$ cat config.mk
export PLATFORM = sky130hd
export DESIGN_NAME = uqvl_key_match
export DESIGN_NICKNAME = d
export VERILOG_FILES = /design/src/url_query_value_locator_top_macros.svh /design/src/uqvl_pkg.sv /design/src/uqvl_key_match.sv
export SDC_FILE = /design/constraint.sdc
export NUM_CORES = 1
export LEC_CHECK = 0
export BUFFER_PORTS_ARGS = -buffer_cell sky130_fd_sc_hd__buf_2
export CAP_MARGIN = 20
export CORE_ASPECT_RATIO = 1.25
export CORE_MARGIN = 4
export CORE_UTILIZATION = 25
export CTS_CLUSTER_DIAMETER = 30
export DETAILED_ROUTE_END_ITERATION = 12
export GPL_TIMING_DRIVEN = 0
export SYNTH_ARGS = -nofsm -noshare
export SYNTH_HDL_FRONTEND = slang
export SYNTH_SLANG_ARGS = --single-unit
$ cat constraint.sdc
create_clock -name i_clk -period 3.2 [get_ports i_clk]
set_clock_uncertainty 0.2 [all_clocks]
set_input_delay 0.48 -clock i_clk [delete_from_list [all_inputs] [get_ports i_clk]]
set_output_delay 0.48 -clock i_clk [all_outputs]
set_load 0.02 [all_outputs]
$ cat src/url_query_value_locator_top_macros.svh
// ----------------------------------------------------------------------------
// URL query value locator assertion macros
// Shared concurrent assertion forms, clocked and reset-qualified.
// ----------------------------------------------------------------------------
`ifndef URL_QUERY_VALUE_LOCATOR_TOP_MACROS_SVH
`define URL_QUERY_VALUE_LOCATOR_TOP_MACROS_SVH

// Same-cycle implication
`define UQVL_ASSERT_SAME(label, clk, rst_n, ante, cons, msg) \
    label: assert property (@(posedge clk) disable iff (!rst_n) (ante) |-> (cons)) \
        else $error(msg);

// Next-cycle implication
`define UQVL_ASSERT_NEXT(label, clk, rst_n, ante, cons, msg) \
    label: assert property (@(posedge clk) disable iff (!rst_n) (ante) |=> (cons)) \
        else $error(msg);

`endif

$ cat src/uqvl_pkg.sv
// ----------------------------------------------------------------------------
// URL query value locator package
// Field widths, character codes, register indexes and the key matcher control.
// ----------------------------------------------------------------------------
package uqvl_pkg;

    // Byte and field widths
    localparam int BYTE_W         = 8;
    localparam int VSTART_W       = 12;
    localparam int VLEN_W         = 13;
    localparam logic [VSTART_W-1:0] VSTART_MAX = '1;

    // Key file shape
    localparam int KEY_REGS       = 4;
    localparam int KEY_TEXT_W     = 64;
    localparam int KEY_TEXT_BYTES = KEY_TEXT_W / BYTE_W;
    localparam int KSEL_W         = $clog2(KEY_TEXT_BYTES);
    localparam int KLEN_W         = 4;
    localparam int KLEN_VEC_W     = KLEN_W * KEY_REGS;
    localparam int KCNT_W         = 4;

    // Configuration port
    localparam int CFG_IDX_W      = 3;
    localparam int CFG_DATA_W     = 64;

    localparam logic [CFG_IDX_W-1:0] CFG_KEY_TEXT_0  = 3'd0;
    localparam logic [CFG_IDX_W-1:0] CFG_KEY_TEXT_1  = 3'd1;
    localparam logic [CFG_IDX_W-1:0] CFG_KEY_TEXT_2  = 3'd2;
    localparam logic [CFG_IDX_W-1:0] CFG_KEY_TEXT_3  = 3'd3;
    localparam logic [CFG_IDX_W-1:0] CFG_KEY_LENGTHS = 3'd4;

    // Delimiters
    localparam logic [BYTE_W-1:0] CH_QMARK  = 8'h3F;
    localparam logic [BYTE_W-1:0] CH_EQUALS = 8'h3D;
    localparam logic [BYTE_W-1:0] CH_AMP    = 8'h26;

    // Control from the parser to the key matcher
    typedef struct packed {
        logic              seg_start;
        logic              key_byte;
        logic [BYTE_W-1:0] data;
    } t_key_ctl;

endpackage

$ cat src/uqvl_key_match.sv
// ----------------------------------------------------------------------------
// Key matcher
// Tracks the current segment's key bytes against all configured keys.
// ----------------------------------------------------------------------------
module uqvl_key_match import uqvl_pkg::*; #(
    parameter int NUM_KEYS      = 4,
    parameter int MAX_KEY_BYTES = 8
) (
    input  logic                                i_clk,
    input  logic                                i_rst_n,
    input  t_key_ctl                            i_ctl,
    input  logic [KEY_REGS-1:0][KEY_TEXT_W-1:0] i_key_text,
    input  logic [KLEN_VEC_W-1:0]               i_key_lengths,
    output logic                                o_key_hit
);

    localparam logic [KCNT_W-1:0] KCNT_SAT   = KCNT_W'(MAX_KEY_BYTES + 1);
    localparam logic [KLEN_W-1:0] KLEN_MAX   = KLEN_W'(MAX_KEY_BYTES);
    localparam logic [KCNT_W-1:0] KCNT_BYTES = KCNT_W'(KEY_TEXT_BYTES);

    logic [KCNT_W-1:0]   r_kcnt;
    logic [KCNT_W-1:0]   n_kcnt;
    logic [NUM_KEYS-1:0] r_match;
    logic [NUM_KEYS-1:0] n_match;
    logic [NUM_KEYS-1:0] w_drop;
    logic [NUM_KEYS-1:0] w_hit;

    // Per-key compare of the incoming byte and completion check
    always_comb begin
        for (int k = 0; k < NUM_KEYS; k++) begin
            w_drop[k] = (r_kcnt >= i_key_lengths[k*KLEN_W +: KLEN_W]) ||
                        (r_kcnt >= KCNT_BYTES) ||
                        (i_key_text[k][BYTE_W*r_kcnt[KSEL_W-1:0] +: BYTE_W] != i_ctl.data);
            w_hit[k]  = (i_key_lengths[k*KLEN_W +: KLEN_W] != '0) &&
                        (i_key_lengths[k*KLEN_W +: KLEN_W] <= KLEN_MAX) &&
                        r_match[k] &&
                        (r_kcnt == i_key_lengths[k*KLEN_W +: KLEN_W]);
        end
    end

    assign o_key_hit = |w_hit;

    // Next count and match mask
    always_comb begin
        n_kcnt  = r_kcnt;
        n_match = r_match;
        if (i_ctl.seg_start) begin
            n_kcnt  = '0;
            n_match = '1;
        end else if (i_ctl.key_byte) begin
            n_match = r_match & ~w_drop;
            if (r_kcnt < KCNT_SAT) begin
                n_kcnt = r_kcnt + 1'b1;
            end
        end
    end

    always_ff @(posedge i_clk) begin
        if (!i_rst_n) begin
            r_kcnt  <= '0;
            r_match <= '1;
        end else begin
            r_kcnt  <= n_kcnt;
            r_match <= n_match;
        end
    end

endmodule

==> run metrics <==
outcome=completed; Post-route DRC=0; Initial Util=25.8%; CTS buffer count=3; global-route usage over all layers=20.5%; Sw Share=31.2%; CTS tree=done; DR WL met2=8630 um; Slew @ Worst Pin=0.663 ns; Top delay family on crit path=buffers and inverters; PwrDens=161 nW/um^2; Sequential Power Share=13.8%; largest net degree at the start of global routing=15; detailed placement HPWL=13700 um; met3 wire length=851 um; DR WL/cell=20.8 um; Syn Area/Cell=10.9 sq um; crit path buf inv count=4; final design utilization=39.7%; P_int=0.539 mW; fin crit share=92.6%; crit-path max cell delay=0.48 ns; htree depth=1; Post-CTS Resized=0; Core ar.=12200 sq um; Mapped Area=3150 sq um; part of the power in combinational logic=59.9%; 1st-pass router iterations=4; fin. max-slew vios=0; cells after synthesis=290; Sink Count=8; Max-Cap Viols=0; Area Overhead vs Synth=54.1%; DRT antenna net count=0; RSZ-0062 raised after global routing=false; commonest cells after routing, fill and taps aside=289 x buf_2, 47 x mux4_2, 40 x mux2i_1; Worst Setup Path Type=reg2out; Die Y=133 um; final count of hold timing violations=0; relative slew slack=55.8%; critical path arrival=2.28 ns; Fin Setup TNS=0 ns; Setup WS pre-CTS=0.359 ns; startpoint types=register; total gr overflow=0; crit-path cells=buf_6, inv_2, buf_2, ha_1, and3_1, nand4_1, nand4_1, buf_2; clk_lat worst skew=0.23 ns; port bufs=283; final standard cell area without fillers=4850 sq um; Rows=45; Seq/Total Area, Yosys=5.09%; commonest non-fill, non-tap cell in the layout=buf_2; Hold Worst Slack=0.339 ns; fmax=338 MHz; Clk network pwr share=26.4%; Synth Register Bits=8; switching pwr=0.244 mW; FILL cells=1270; fin crit period=2.96 ns; Synth Warn #=0; Hold WC Path Type=reg2reg; Post-Place Cells=737; storage element area=160 sq um; gpl congestion=0.915; DR vias/cell=4.93; Total Wirelength=15400 um; clock root cell=clkbuf_16; vias in the first global route=4140; fin cells=742; uppermost layer routed=met5; Final nets=880; fraction of layout cells with a size suffix above 1=64.2%; DRT iter0 DRCs=102; die area=14500 sq um; total power=0.783 mW; Worst IR Drop VDD=0.149 mV; clock slew at reported path FFs=0.04 ns; CP Data Required Time=2.52 ns; largest buffer count on any clock path=2; die width=108 um; Metal-1 WL=5740 um; initial antenna violation count=3; Setup Buffers After CTS=0; Multi-input gate area=2760 sq um; Yosys cell types=43; syn nets=592; post-cts hold buffer count=0; Worst setup EP type=primary output; Slowest cell on crit path=buf_2; Worst Setup Slack, final=0.237 ns; CP Max Fanout=14; Setup-failing EPs final=0; I/O Pins=285; first-pass GRT wire length=22300 um; detailed-route via count=3656; Leak=2.34 nW; dpl cell area=4770 sq um
==> worst paths after layout <==
kind	slack (ns)	from	cells after the start	to
worst min-delay path	0.34	r_match[0]	1	r_match[0]
worst max register to register	0.38	r_kcnt[0]	9	r_match[1]
worst max-delay path	0.24	r_kcnt[0]	8	o_key_hit
worst min register to register	0.34	r_match[0]	1	r_match[0]
==> cell families after synthesis <==
logic type,synth area share (%)
AO/OA/AOI/OAI,8.19
flip-flops,5.09
multiplexers,52.9
AND/OR/NAND/NOR,8.98
adder cells (fa/ha/maj),7.15
XOR/XNOR,10.6
buffers and inverters,7.11
==> power groups by stage <==
| stage | combinational (mW) | sequential (mW) | clock [mW] |
|---|---|---|---|
| detailed placement | 0.473 | 0.109 | 0 |
| CTS | 0.475 | 0.108 | 0.211 |
| global route | 0.512 | 0.108 | 0.216 |
| finish | 0.469 | 0.108 | 0.206 |
| floorplan | 0.231 | 0.107 | 0 |
| global placement | 0.462 | 0.109 | 0 |
==> cells in the mapped netlist, drive strengths merged <==
cell type / count / area (sq um)
mux4: 48 / 1080
mux2i: 40 / 400
xnor2: 21 / 184
ha: 18 / 225
buf: 17 / 143
xor2: 17 / 149
inv: 16 / 60.1
mux2: 16 / 180
nor2: 13 / 48.8
dfxtp: 8 / 160
a221oi: 7 / 73.8
nand2: 7 / 26.3
o22ai: 7 / 43.8
nor4: 6 / 43.8
nand2b: 5 / 31.3
nand4: 5 / 31.3
o21ai: 5 / 25.0
a21oi: 4 / 20.0
nor3: 4 / 20.0
a221o: 3 / 30.0
clkbuf: 3 / 21.3
nand3: 3 / 15.0
nor2b: 3 / 18.8
and3: 2 / 12.5
and4: 2 / 17.5
nand4b: 2 / 17.5
o21a: 2 / 15.0
a211oi: 1 / 7.51
a21o: 1 / 7.51
a2bb2oi: 1 / 8.76
a41oi: 1 / 8.76
o211a: 1 / 10.0
o211ai: 1 / 7.51
==> area by class of cell <==
| cell class | count | share of cell area, % |
|---|---|---|
| Antenna cell | 2 | 0.103 |
| Buffer | 20 | 3.38 |
| Clock buffer | 3 | 1.55 |
| Inverter | 16 | 1.24 |
| Multi-Input combinational cell | 246 | 57.0 |
| Sequential cell | 8 | 3.30 |
| Tap cell | 164 | 4.23 |
| Timing Repair Buffer | 283 | 29.2 |
==> registers in the layout (all words and copies together), names as in the netlist <==
name	flops
r_match	4
r_kcnt	4
==> per-layer routing <==
layer  up-vias  global-route usage [%]
li1       1742                       -
met5         -                       0
met4         2                    3.44
met3        14                    3.39
met1      1742                    23.3
met2       156                    39.8
No activity file was read; power rests on OpenSTA's default activity.
